`config.mk`:
```
export PLATFORM = sky130hd
export DESIGN_NAME = interrupt_priority_controller_top
export DESIGN_NICKNAME = d
export VERILOG_FILES = /design/src/hw/rtl/ipc_pkg.sv /design/src/hw/rtl/ipc_cell.sv /design/src/hw/rtl/interrupt_priority_controller_top.sv
export VERILOG_INCLUDE_DIRS = /design/src /design/src/hw/rtl
export SDC_FILE = /design/constraint.sdc
export NUM_CORES = 2
export LEC_CHECK = 0
export CAP_MARGIN = 0
export CELL_PAD_IN_SITES_DETAIL_PLACEMENT = 0
export CELL_PAD_IN_SITES_GLOBAL_PLACEMENT = 2
export CORE_AREA = 2 2 337 589
export DETAILED_ROUTE_END_ITERATION = 16
export DIE_AREA = 0 0 339 591
export DONT_BUFFER_PORTS = 1
export GPL_ROUTABILITY_DRIVEN = 0
export PLACE_DENSITY = 0.82
export REMOVE_ABC_BUFFERS = 1
export SKIP_CTS_REPAIR_TIMING = 1
export SLEW_MARGIN = 20
export SYNTH_ARGS = -nofsm -noshare
export SYNTH_HDL_FRONTEND = slang
export SYNTH_HIERARCHICAL = 1
export SYNTH_SLANG_ARGS = --single-unit
```
`constraint.sdc`:
```
create_clock -name clk -period 48.3 [get_ports clk]
set_input_delay 4.83 -clock clk [delete_from_list [all_inputs] [get_ports clk]]
set_output_delay 4.83 -clock clk [all_outputs]
set_load 0.005 [all_outputs]
```
`src/hw/rtl/interrupt_priority_controller_top_defines.svh`:
```
// Assertion macros used by the interrupt priority controller top level.
// No dependencies; included by files that carry concurrent assertions.
`ifndef INTERRUPT_PRIORITY_CONTROLLER_TOP_DEFINES_SVH
`define INTERRUPT_PRIORITY_CONTROLLER_TOP_DEFINES_SVH

// Same-cycle implication, disabled while reset is asserted.
`define IPC_ASSERT_NOW(label, clk, rst_n, ante, cons, msg) \
    label: assert property (@(posedge clk) disable iff (!rst_n) (ante) |-> (cons)) \
        else $error(msg);

// Next-cycle implication, disabled while reset is asserted.
`define IPC_ASSERT_NEXT(label, clk, rst_n, ante, cons, msg) \
    label: assert property (@(posedge clk) disable iff (!rst_n) (ante) |=> (cons)) \
        else $error(msg);

`endif

```
`src/hw/rtl/ipc_pkg.sv`:
```
// Shared types and constants of the interrupt priority controller.
// No dependencies; imported by ipc_cell, interrupt_priority_controller_top and tb_top.
package ipc_pkg;

    localparam int LINE_COUNT_DEF = 64;
    localparam int LANES          = 8;   // lines held by one cell
    localparam int IRQ_W          = 8;
    localparam int PRIO_W         = 8;

    localparam logic [PRIO_W-1:0] THREAD_PRIO   = 8'hFF;
    localparam logic [7:0]        DEPTH_MAX     = 8'hFF;
    localparam logic [7:0]        EXC_LINE_BASE = 8'd16;

    localparam logic [31:0] EXC_RET_HANDLER    = 32'hFFFF_FFF1;
    localparam logic [31:0] EXC_RET_THREAD_MSP = 32'hFFFF_FFF9;
    localparam logic [31:0] EXC_RET_THREAD_PSP = 32'hFFFF_FFFD;

    typedef enum logic [2:0] {
        CMD_SET_PEND = 3'd0,
        CMD_CLR_PEND = 3'd1,
        CMD_LVL_HIGH = 3'd2,
        CMD_LVL_LOW  = 3'd3,
        CMD_TAKE     = 3'd4,
        CMD_RETURN   = 3'd5,
        CMD_WR_EN    = 3'd6,
        CMD_WR_PRIO  = 3'd7
    } cmd_t;

    typedef struct packed {
        cmd_t              cmd;
        logic [IRQ_W-1:0]  irq;
        logic [7:0]        value;
        logic              primask;
        logic              faultmask;
        logic [PRIO_W-1:0] basepri;
        logic [7:0]        run_exc;
        logic [31:0]       return_code;
    } req_t;

    typedef struct packed {
        logic [7:0] sel_exc;
        logic       taken;
        logic       return_ok;
        logic       wake;
        logic       pending_bit;
        logic       active_bit;
        logic [7:0] nest_depth;
    } rsp_t;

    // Token that walks the cell chain during arbitration.
    typedef struct packed {
        logic              vld;
        logic              found;
        logic [PRIO_W-1:0] best_p;
        logic [IRQ_W-1:0]  best_idx;
        logic [PRIO_W-1:0] run_p;
        logic              rd_pend;
        logic              rd_act;
        logic              rd_lvl;
    } tok_t;

    // State update broadcast to every cell at the end of a request.
    typedef struct packed {
        logic             en;
        logic             take;
        logic [IRQ_W-1:0] sel_line;
        logic             ret;
    } apply_t;

endpackage

```
`src/hw/rtl/ipc_cell.sv`:
```
// One cell of the line chain: state of LANES lines plus one token stage.
// Depends on ipc_pkg.
module ipc_cell #(
    parameter int BASE       = 0,
    parameter int LINE_COUNT = ipc_pkg::LINE_COUNT_DEF
) (
    input  logic            clk,
    input  logic            rst_n,
    input  ipc_pkg::req_t   ctx,
    input  ipc_pkg::apply_t apl,
    input  ipc_pkg::tok_t   tok_i,
    output ipc_pkg::tok_t   tok_o
);
    import ipc_pkg::*;

    logic              pend_reg [LANES];
    logic              en_reg   [LANES];
    logic              act_reg  [LANES];
    logic              lvl_reg  [LANES];
    logic [PRIO_W-1:0] prio_reg [LANES];

    tok_t tok_reg;
    tok_t tok_next;

    always_comb
    begin
        logic masked;
        masked   = 1'b0;
        tok_next = tok_i;
        for (int k = 0; k < LANES; k++)
        begin
            if (BASE + k < LINE_COUNT)
            begin
                masked = ctx.primask || ctx.faultmask ||
                         (ctx.basepri != '0 && prio_reg[k] >= ctx.basepri);
                // Ascending order keeps the lowest line on a tie.
                if (pend_reg[k] && en_reg[k] && !masked &&
                    (!tok_next.found || prio_reg[k] < tok_next.best_p))
                begin
                    tok_next.found    = 1'b1;
                    tok_next.best_p   = prio_reg[k];
                    tok_next.best_idx = IRQ_W'(BASE + k);
                end
                if (ctx.run_exc == 8'(BASE + k + 16))
                begin
                    tok_next.run_p = prio_reg[k];
                end
                if (ctx.irq == IRQ_W'(BASE + k))
                begin
                    tok_next.rd_pend = pend_reg[k];
                    tok_next.rd_act  = act_reg[k];
                    tok_next.rd_lvl  = lvl_reg[k];
                end
            end
        end
    end

    always_ff @(posedge clk or negedge rst_n)
    begin
        if (!rst_n)
        begin
            tok_reg.vld <= 1'b0;
            for (int k = 0; k < LANES; k++)
            begin
                pend_reg[k] <= 1'b0;
                en_reg[k]   <= 1'b0;
                act_reg[k]  <= 1'b0;
                lvl_reg[k]  <= 1'b0;
                prio_reg[k] <= '0;
            end
        end
        else
        begin
            tok_reg <= tok_next;
            if (apl.en)
            begin
                for (int k = 0; k < LANES; k++)
                begin
                    if (BASE + k < LINE_COUNT)
                    begin
                        if (ctx.irq == IRQ_W'(BASE + k))
                        begin
                            case (ctx.cmd)
                                CMD_SET_PEND: pend_reg[k] <= 1'b1;
                                CMD_CLR_PEND: pend_reg[k] <= 1'b0;
                                CMD_LVL_HIGH:
                                begin
                                    lvl_reg[k]  <= 1'b1;
                                    pend_reg[k] <= 1'b1;
                                end
                                CMD_LVL_LOW:  lvl_reg[k]  <= 1'b0;
                                CMD_WR_EN:    en_reg[k]   <= ctx.value[0];
                                CMD_WR_PRIO:  prio_reg[k] <= ctx.value;
                                default:      ;
                            endcase
                        end
                        if (apl.take && apl.sel_line == IRQ_W'(BASE + k))
                        begin
                            pend_reg[k] <= 1'b0;
                            act_reg[k]  <= 1'b1;
                        end
                        // Release the running line; re-pend while its level holds.
                        if (apl.ret && ctx.run_exc == 8'(BASE + k + 16))
                        begin
                            act_reg[k] <= 1'b0;
                            if (lvl_reg[k])
                            begin
                                pend_reg[k] <= 1'b1;
                            end
                        end
                    end
                end
            end
        end
    end

    assign tok_o = tok_reg;

endmodule

```
`src/hw/rtl/interrupt_priority_controller_top.sv`:
```
// Top level of the interrupt priority controller: sequencer, nesting depth,
// result register and the cell chain. Depends on ipc_pkg, ipc_cell and the defines header.
//
//  channel | direction | handshake             | payload
//  req     | in        | req_valid / req_ready | ipc_pkg::req_t
//  rsp     | out       | rsp_valid / rsp_ready | ipc_pkg::rsp_t
//
// One request at a time; an arbitration token walks the chain one cell per cycle, and
// its value as it leaves the last cell forms the result.
// Reset clears every line's bits and priorities and the depth at once; no sweep.
// A waiting result holds the final update step until it is taken; a new request
// is accepted the cycle after the previous one has updated state.
`include "interrupt_priority_controller_top_defines.svh"

module interrupt_priority_controller_top #(
    parameter int LINE_COUNT = ipc_pkg::LINE_COUNT_DEF
) (
    input  logic          clk,
    input  logic          rst_n,
    input  logic          req_valid,
    output logic          req_ready,
    input  ipc_pkg::req_t req,
    output logic          rsp_valid,
    input  logic          rsp_ready,
    output ipc_pkg::rsp_t rsp
);
    import ipc_pkg::*;

    localparam int NCELL = (LINE_COUNT + LANES - 1) / LANES;

    typedef enum logic [1:0] {
        ST_IDLE,
        ST_SCAN,
        ST_APPLY
    } state_t;

    state_t     state_reg;
    req_t       req_reg;
    tok_t       tok0_reg;
    tok_t       fin_reg;
    rsp_t       rsp_reg;
    logic       rsp_valid_reg;
    logic [7:0] depth_reg;

    tok_t   tok_w [NCELL+1];
    apply_t apl;

    logic       accept;
    logic       apply_fire;
    logic       line_ok;
    logic       word_ok;
    logic       ret_do;
    logic       take;
    logic       irq_is_sel;
    logic       irq_is_cur;
    logic [7:0] depth_next;
    rsp_t       rsp_next;
    tok_t       tok0_next;

    assign accept     = req_valid && req_ready;
    assign req_ready  = (state_reg == ST_IDLE);
    assign apply_fire = (state_reg == ST_APPLY) && (!rsp_valid_reg || rsp_ready);

    assign tok_w[0] = tok0_reg;

    for (genvar c = 0; c < NCELL; c++)
    begin : g_cell
        ipc_cell #(
            .BASE      (c * LANES),
            .LINE_COUNT(LINE_COUNT)
        ) u_cell (
            .clk  (clk),
            .rst_n(rst_n),
            .ctx  (req_reg),
            .apl  (apl),
            .tok_i(tok_w[c]),
            .tok_o(tok_w[c+1])
        );
    end

    always_comb
    begin
        tok0_next          = '0;
        tok0_next.vld      = accept;
        tok0_next.run_p    = (req.run_exc == '0) ? THREAD_PRIO : '0;
    end

    always_comb
    begin
        line_ok = ({1'b0, req_reg.irq} < 9'(LINE_COUNT));
        word_ok = (req_reg.return_code == EXC_RET_HANDLER) ||
                  (req_reg.return_code == EXC_RET_THREAD_MSP) ||
                  (req_reg.return_code == EXC_RET_THREAD_PSP);
        ret_do  = (req_reg.cmd == CMD_RETURN) && word_ok;
        take    = (req_reg.cmd == CMD_TAKE) && fin_reg.found &&
                  (fin_reg.best_p < fin_reg.run_p);

        irq_is_sel = take && (fin_reg.best_idx == req_reg.irq);
        irq_is_cur = ret_do &&
                     ({1'b0, req_reg.run_exc} == ({1'b0, req_reg.irq} + 9'd16));

        depth_next = depth_reg;
        if (take && depth_reg != DEPTH_MAX)
        begin
            depth_next = depth_reg + 8'd1;
        end
        else if (ret_do && depth_reg != '0)
        begin
            depth_next = depth_reg - 8'd1;
        end

        rsp_next             = '0;
        rsp_next.sel_exc     = take ? (fin_reg.best_idx + EXC_LINE_BASE) : '0;
        rsp_next.taken       = take;
        rsp_next.return_ok   = ret_do;
        rsp_next.nest_depth  = depth_next;
        rsp_next.pending_bit = fin_reg.rd_pend;
        rsp_next.active_bit  = fin_reg.rd_act;
        case (req_reg.cmd)
            CMD_SET_PEND,
            CMD_LVL_HIGH:
            begin
                rsp_next.wake        = line_ok;
                rsp_next.pending_bit = line_ok;
            end
            CMD_CLR_PEND: rsp_next.pending_bit = 1'b0;
            CMD_TAKE:
            begin
                if (irq_is_sel)
                begin
                    rsp_next.pending_bit = 1'b0;
                    rsp_next.active_bit  = 1'b1;
                end
            end
            CMD_RETURN:
            begin
                if (irq_is_cur)
                begin
                    rsp_next.pending_bit = fin_reg.rd_pend | fin_reg.rd_lvl;
                    rsp_next.active_bit  = 1'b0;
                end
            end
            default: ;
        endcase

        apl          = '0;
        apl.en       = apply_fire;
        apl.take     = take;
        apl.sel_line = fin_reg.best_idx;
        apl.ret      = ret_do;
    end

    always_ff @(posedge clk or negedge rst_n)
    begin
        if (!rst_n)
        begin
            state_reg     <= ST_IDLE;
            tok0_reg.vld  <= 1'b0;
            fin_reg.vld   <= 1'b0;
            rsp_valid_reg <= 1'b0;
            depth_reg     <= '0;
        end
        else
        begin
            tok0_reg <= tok0_next;
            if (apply_fire)
            begin
                rsp_valid_reg <= 1'b1;
            end
            else if (rsp_valid_reg && rsp_ready)
            begin
                rsp_valid_reg <= 1'b0;
            end
            case (state_reg)
                ST_IDLE:
                begin
                    if (accept)
                    begin
                        req_reg   <= req;
                        state_reg <= ST_SCAN;
                    end
                end
                ST_SCAN:
                begin
                    // Catch the token as it leaves the last cell.
                    if (tok_w[NCELL].vld)
                    begin
                        fin_reg   <= tok_w[NCELL];
                        state_reg <= ST_APPLY;
                    end
                end
                ST_APPLY:
                begin
                    if (apply_fire)
                    begin
                        rsp_reg     <= rsp_next;
                        depth_reg   <= depth_next;
                        fin_reg.vld <= 1'b0;
                        state_reg   <= ST_IDLE;
                    end
                end
                default: state_reg <= ST_IDLE;
            endcase
        end
    end

    assign rsp_valid = rsp_valid_reg;
    assign rsp       = rsp_reg;

    `IPC_ASSERT_NOW(a_taken_is_line, clk, rst_n, rsp_valid_reg && rsp_reg.taken, rsp_reg.sel_exc >= EXC_LINE_BASE, "taken result without a line exception number")
    `IPC_ASSERT_NOW(a_no_token_idle, clk, rst_n, state_reg == ST_IDLE, !tok_w[NCELL].vld, "arbitration token left the chain while idle")
    `IPC_ASSERT_NEXT(a_apply_shows, clk, rst_n, apply_fire, rsp_valid_reg, "state update without a result")
    `IPC_ASSERT_NEXT(a_depth_hold, clk, rst_n, !apply_fire, $stable(depth_reg), "nesting depth moved outside a state update")

endmodule

```
==> impl_table.tex <==
\begin{tabular}{lr}
\hline
Metric & Value \\
\hline
\multicolumn{2}{l}{\textbf{Critical path}} \\
\quad Max FO, Critical Path & 23 \\
\quad Data required time of the critical path & 48.80 ns \\
\quad R2R depth & 79 \\
\quad Kind of cell with the highest combined delay on the critical path & compound AO/OA/AOI/OAI gates \\
\quad Critical path launch point type & flip-flop \\
\quad CP Buf/Inv Count & 7 \\
\quad CP Depth & 79 \\
\quad Arrival time worst endpoint & 20.78 ns \\
\quad Crit path kind & flip-flop to flip-flop \\
\quad Slowest CP cell & sky130\_fd\_sc\_hd\_\_a32oi\_1 \\
\quad Worst path max stage delay & 0.76 ns \\
\quad Most Frequent Cell on Critical Path & sky130\_fd\_sc\_hd\_\_a21oi\_1 \\
\quad Kind of end point of the critical path & flip-flop \\
\multicolumn{2}{l}{\textbf{Logic synthesis}} \\
\quad Mean Syn Cell Area & 9.26 µm² \\
\quad Count of synthesis-stage warnings from yosys & 6 \\
\quad Most numerous cell in the Yosys netlist & sky130\_fd\_sc\_hd\_\_ha\_1 \\
\quad Largest family of logic cells by synthesized area & compound AO/OA/AOI/OAI gates \\
\quad Post-synthesis instance area & 0.0876 mm² \\
\quad Fraction of the mapped netlist area in adder cells & 0.131 \\
\quad Fraction of the mapped netlist area in compound gates & 0.193 \\
\quad Gate count after technology mapping & 9462 \\
\quad Synth top area share & 0.225 \\
\quad Synthesized-area fraction occupied by and/or/nand/nor cells & 0.166 \\
\quad Post-synthesis sequential area ratio & 0.343 \\
\quad Share of synthesized flip-flops with an asynchronous set or reset & 0.697 \\
\quad Leading area contributor after synthesis & sky130\_fd\_sc\_hd\_\_dfrtp\_1 \\
\quad Top flip-flop cell by instance count after synthesis & sky130\_fd\_sc\_hd\_\_dfrtp\_1 \\
\quad Post-synth top cells & sky130\_fd\_sc\_hd\_\_ha\_1 (900), sky130\_fd\_sc\_hd\_\_nand2\_1 (850), sky130\_fd\_sc\_hd\_\_nor2\_1 (842) \\
\quad XOR/XNOR Fraction of Synth Area & 0.00440 \\
\quad Flops \& latches, synth & 1131 \\
\quad Post-synth EDFFs & 343 \\
\quad Number of distinct standard cells referenced by the synthesized netlist & 153 \\
\quad Multiplexer share of the synthesized area & 0.122 \\
\quad Biggest area contributors in the synthesized netlist & sky130\_fd\_sc\_hd\_\_dfrtp\_1 (22\%), sky130\_fd\_sc\_hd\_\_ha\_1 (13\%), sky130\_fd\_sc\_hd\_\_edfxtp\_1 (12\%), sky130\_fd\_sc\_hd\_\_mux2\_2 (7.2\%), sky130\_fd\_sc\_hd\_\_mux2i\_1 (4.4\%) \\
\multicolumn{2}{l}{\textbf{Detailed routing}} \\
\quad Detail Route Antenna Nets & 0 \\
\quad Initial detailed-routing violation count & 6013 \\
\quad Vias per std cell & 6.31 \\
\quad Number of detailed-route iterations in the first pass & 6 \\
\quad Final wirelength & 353 mm \\
\quad Routed length per instance & 29.0 µm \\
\quad Total via count in the routed design & 76700 \\
\quad Final routed DRC violation total & 0 \\
\multicolumn{2}{l}{\textbf{STA}} \\
\quad Number of hold violations in the final report & 0 \\
\quad Period Utilization, post-route & 0.420 \\
\quad Maximum frequency from static timing analysis & 49.3 MHz \\
\quad Worst slew pin tran & 1.19 ns \\
\quad Final count of negative-setup-slack endpoints & 0 \\
\quad Total negative slack for setup checks & 0 ns \\
\quad Worst clock skew & 0.0313 ns \\
\quad Shortest clock period the worst path allows after layout & 20.28 ns \\
\quad Setup repair after global routing missed its margin & no \\
\quad Final max-slew violation count & 0 \\
\quad Worst rel slew slack & 0.202 \\
\quad Post-route setup slack & 28.02 ns \\
\multicolumn{2}{l}{\textbf{Clocking}} \\
\quad Clock tree from TritonCTS & done \\
\quad Number of buffers created by CTS & 117 \\
\quad Later-pin clock latency in the skew report & 0.80 ns \\
\quad Root buf cell & sky130\_fd\_sc\_hd\_\_clkbuf\_16 \\
\quad Clock transition at the registers of the reported paths & 0.07 ns \\
\quad Count of H-tree levels built during CTS & 3 \\
\quad Deepest clock path buffer count & 3 \\
\quad Number of sinks on the clock net & 1131 \\
\multicolumn{2}{l}{\textbf{Placement}} \\
\quad Port-buffer cells & 0 \\
\quad Placement Setup Slack & 28.31 ns \\
\quad Placed cell areas & 0.0910 mm² \\
\quad DP Wirelength & 262 mm \\
\multicolumn{2}{l}{\textbf{Power and ir drop}} \\
\quad Largest vdd supply drop & 0.0393 mV \\
\quad Lkg Pwr & 44.6 nW \\
\quad Total design power & 2.39 mW \\
\quad Power per standard cell area & 25.0 mW/mm² \\
\multicolumn{2}{l}{\textbf{GRT}} \\
\quad Wire length of the first global-routing pass & 515 mm \\
\quad GRT Total Usage & 0.344 \\
\quad Maximum number of pins on one net before global-route repair & 209 \\
\quad Vias in the first global route & 77800 \\
\quad Number of antenna violations at the first check in global routing & 27 \\
\quad Aggregate global routing overflow & 0 \\
\multicolumn{2}{l}{\textbf{Floorplanning}} \\
\quad Core Area & 0.196 mm² \\
\quad Starting utilization of the core area & 0.448 \\
\quad Horizontal die dimension & 339 µm \\
\quad Die outline height & 591 µm \\
\quad Area of the die & 0.200 mm² \\
\quad Total number of placement rows & 215 \\
\quad Io pins & 96 \\
\multicolumn{2}{l}{\textbf{Finish}} \\
\quad Fin nets & 10400 \\
\quad Area growth from synthesis to final layout & 8.89\% \\
\quad Fillcell total & 18500 \\
\quad Flip-flop count of the largest register, all copies and words added & 512 \\
\quad Post-route cell area & 0.0954 mm² \\
\quad Share of layout cells above drive strength 1 & 0.122 \\
\multicolumn{2}{l}{\textbf{Min path}} \\
\quad Min-Delay Path Class & flip-flop to flip-flop \\
\quad Number of cells on the worst hold path & 0 \\
\multicolumn{2}{l}{\textbf{Run}} \\
\quad Maxcap violations & 0 \\
\multicolumn{2}{l}{\textbf{Run status}} \\
\quad Result of the run & finished clean \\
\hline
\end{tabular}
-- cell type report --
| cell class | count | area, µm² | share of cell area |
|---|---|---|---|
| tap | 2604 | 3260 | 0.0341 |
| multi-input combinational | 7477 | 54300 | 0.569 |
| clock inverter | 92 | 1270 | 0.0133 |
| timing repair buffer | 149 | 1380 | 0.0144 |
| clock buffer | 132 | 3080 | 0.0322 |
| inverter | 564 | 2120 | 0.0222 |
| sequential | 1131 | 30000 | 0.315 |
| antenna | 11 | 27.5 | 0.000288 |
-- routing by layer --
metal / global-route usage / vias up / wire length (µm)
met2: 0.632 / 2920 / 182000
li1: - / 35000 / -
met4: 0.283 / 18 / 33300
met5: 0 / - / 115
met3: 0.0481 / 1206 / 17900
met1: 0.343 / 37500 / 119000
-- cells in the final DEF, fill, tap and decap left out, types with 63 or more instances in the layout --
master	n
sky130_fd_sc_hd__a211oi_1	102
sky130_fd_sc_hd__a21o_1	214
sky130_fd_sc_hd__a21oi_1	713
sky130_fd_sc_hd__a22o_1	77
sky130_fd_sc_hd__a31oi_1	89
sky130_fd_sc_hd__and2_1	63
sky130_fd_sc_hd__buf_4	132
sky130_fd_sc_hd__clkbuf_16	119
sky130_fd_sc_hd__dfrtp_1	788
sky130_fd_sc_hd__edfxtp_1	343
sky130_fd_sc_hd__ha_1	900
sky130_fd_sc_hd__inv_1	556
sky130_fd_sc_hd__mux2_2	562
sky130_fd_sc_hd__mux2i_1	381
sky130_fd_sc_hd__nand2_1	850
sky130_fd_sc_hd__nand2b_1	191
sky130_fd_sc_hd__nand3_1	221
sky130_fd_sc_hd__nand4_1	110
sky130_fd_sc_hd__nor2_1	837
sky130_fd_sc_hd__nor2b_1	138
sky130_fd_sc_hd__nor3_1	117
sky130_fd_sc_hd__o211ai_1	84
sky130_fd_sc_hd__o21ai_0	609
sky130_fd_sc_hd__o22ai_1	73
-- per-stage QoR --
stage               std cells   util  hold slack (ns)
global placement        11900  0.465            0.338
detailed placement      11900  0.465            0.342
finish                  12200  0.488            0.360
global route            12200  0.488            0.367
CTS                     12100  0.487            0.360
floorplan                9172      -            0.331
-- worst reg2reg max path, delay by kind of cell (launching register included) --
kind	cells	cell delay, ns
AOI/OAI and AO/OA	38	9.99
adders and majority gates	8	2.29
buffers and inverters	7	1.63
DFF	1	0.32
muxes	5	1.99
and+or+nand+nor	21	3.76
-- worst paths after layout --
check | startpoint | end | slack [ns]
min in group asynchronous | rst_n | g_cell[0].u_cell/prio_reg[0] | 3.74
min | g_cell[5].u_cell/tok_o[28] | g_cell[6].u_cell/tok_o[28] | 0.36
min reg2reg | g_cell[5].u_cell/tok_o[28] | g_cell[6].u_cell/tok_o[28] | 0.36
max reg2reg | req_reg[40] | g_cell[4].u_cell/tok_o[19] | 28.02
max | req_reg[40] | g_cell[4].u_cell/tok_o[19] | 28.02
max in group asynchronous | rst_n | g_cell[5].u_cell/prio_reg[48] | 41.89
-- power breakdown --
| group | leakage [nW] | internal (mW) | switching, mW |
|---|---|---|---|
| Combinational | 29.0 | 0.0892 | 0.211 |
| Clock | 2.08 | 0.598 | 0.455 |
| Sequential | 13.5 | 1.02 | 0.0194 |
-- cell families (layout without fill, tap and decap cells) --
kind of cell               after synthesis  after routing
buffers and inverters                  890            937
and+or+nand+nor                       2957           2957
muxes                                  974            974
adders and majority gates              924            924
xor gates and xnor gates                44             44
AOI/OAI and AO/OA                     2541           2541
other                                    1             48
DFF                                   1131           1131
No activity file was read; power rests on OpenSTA's default activity.
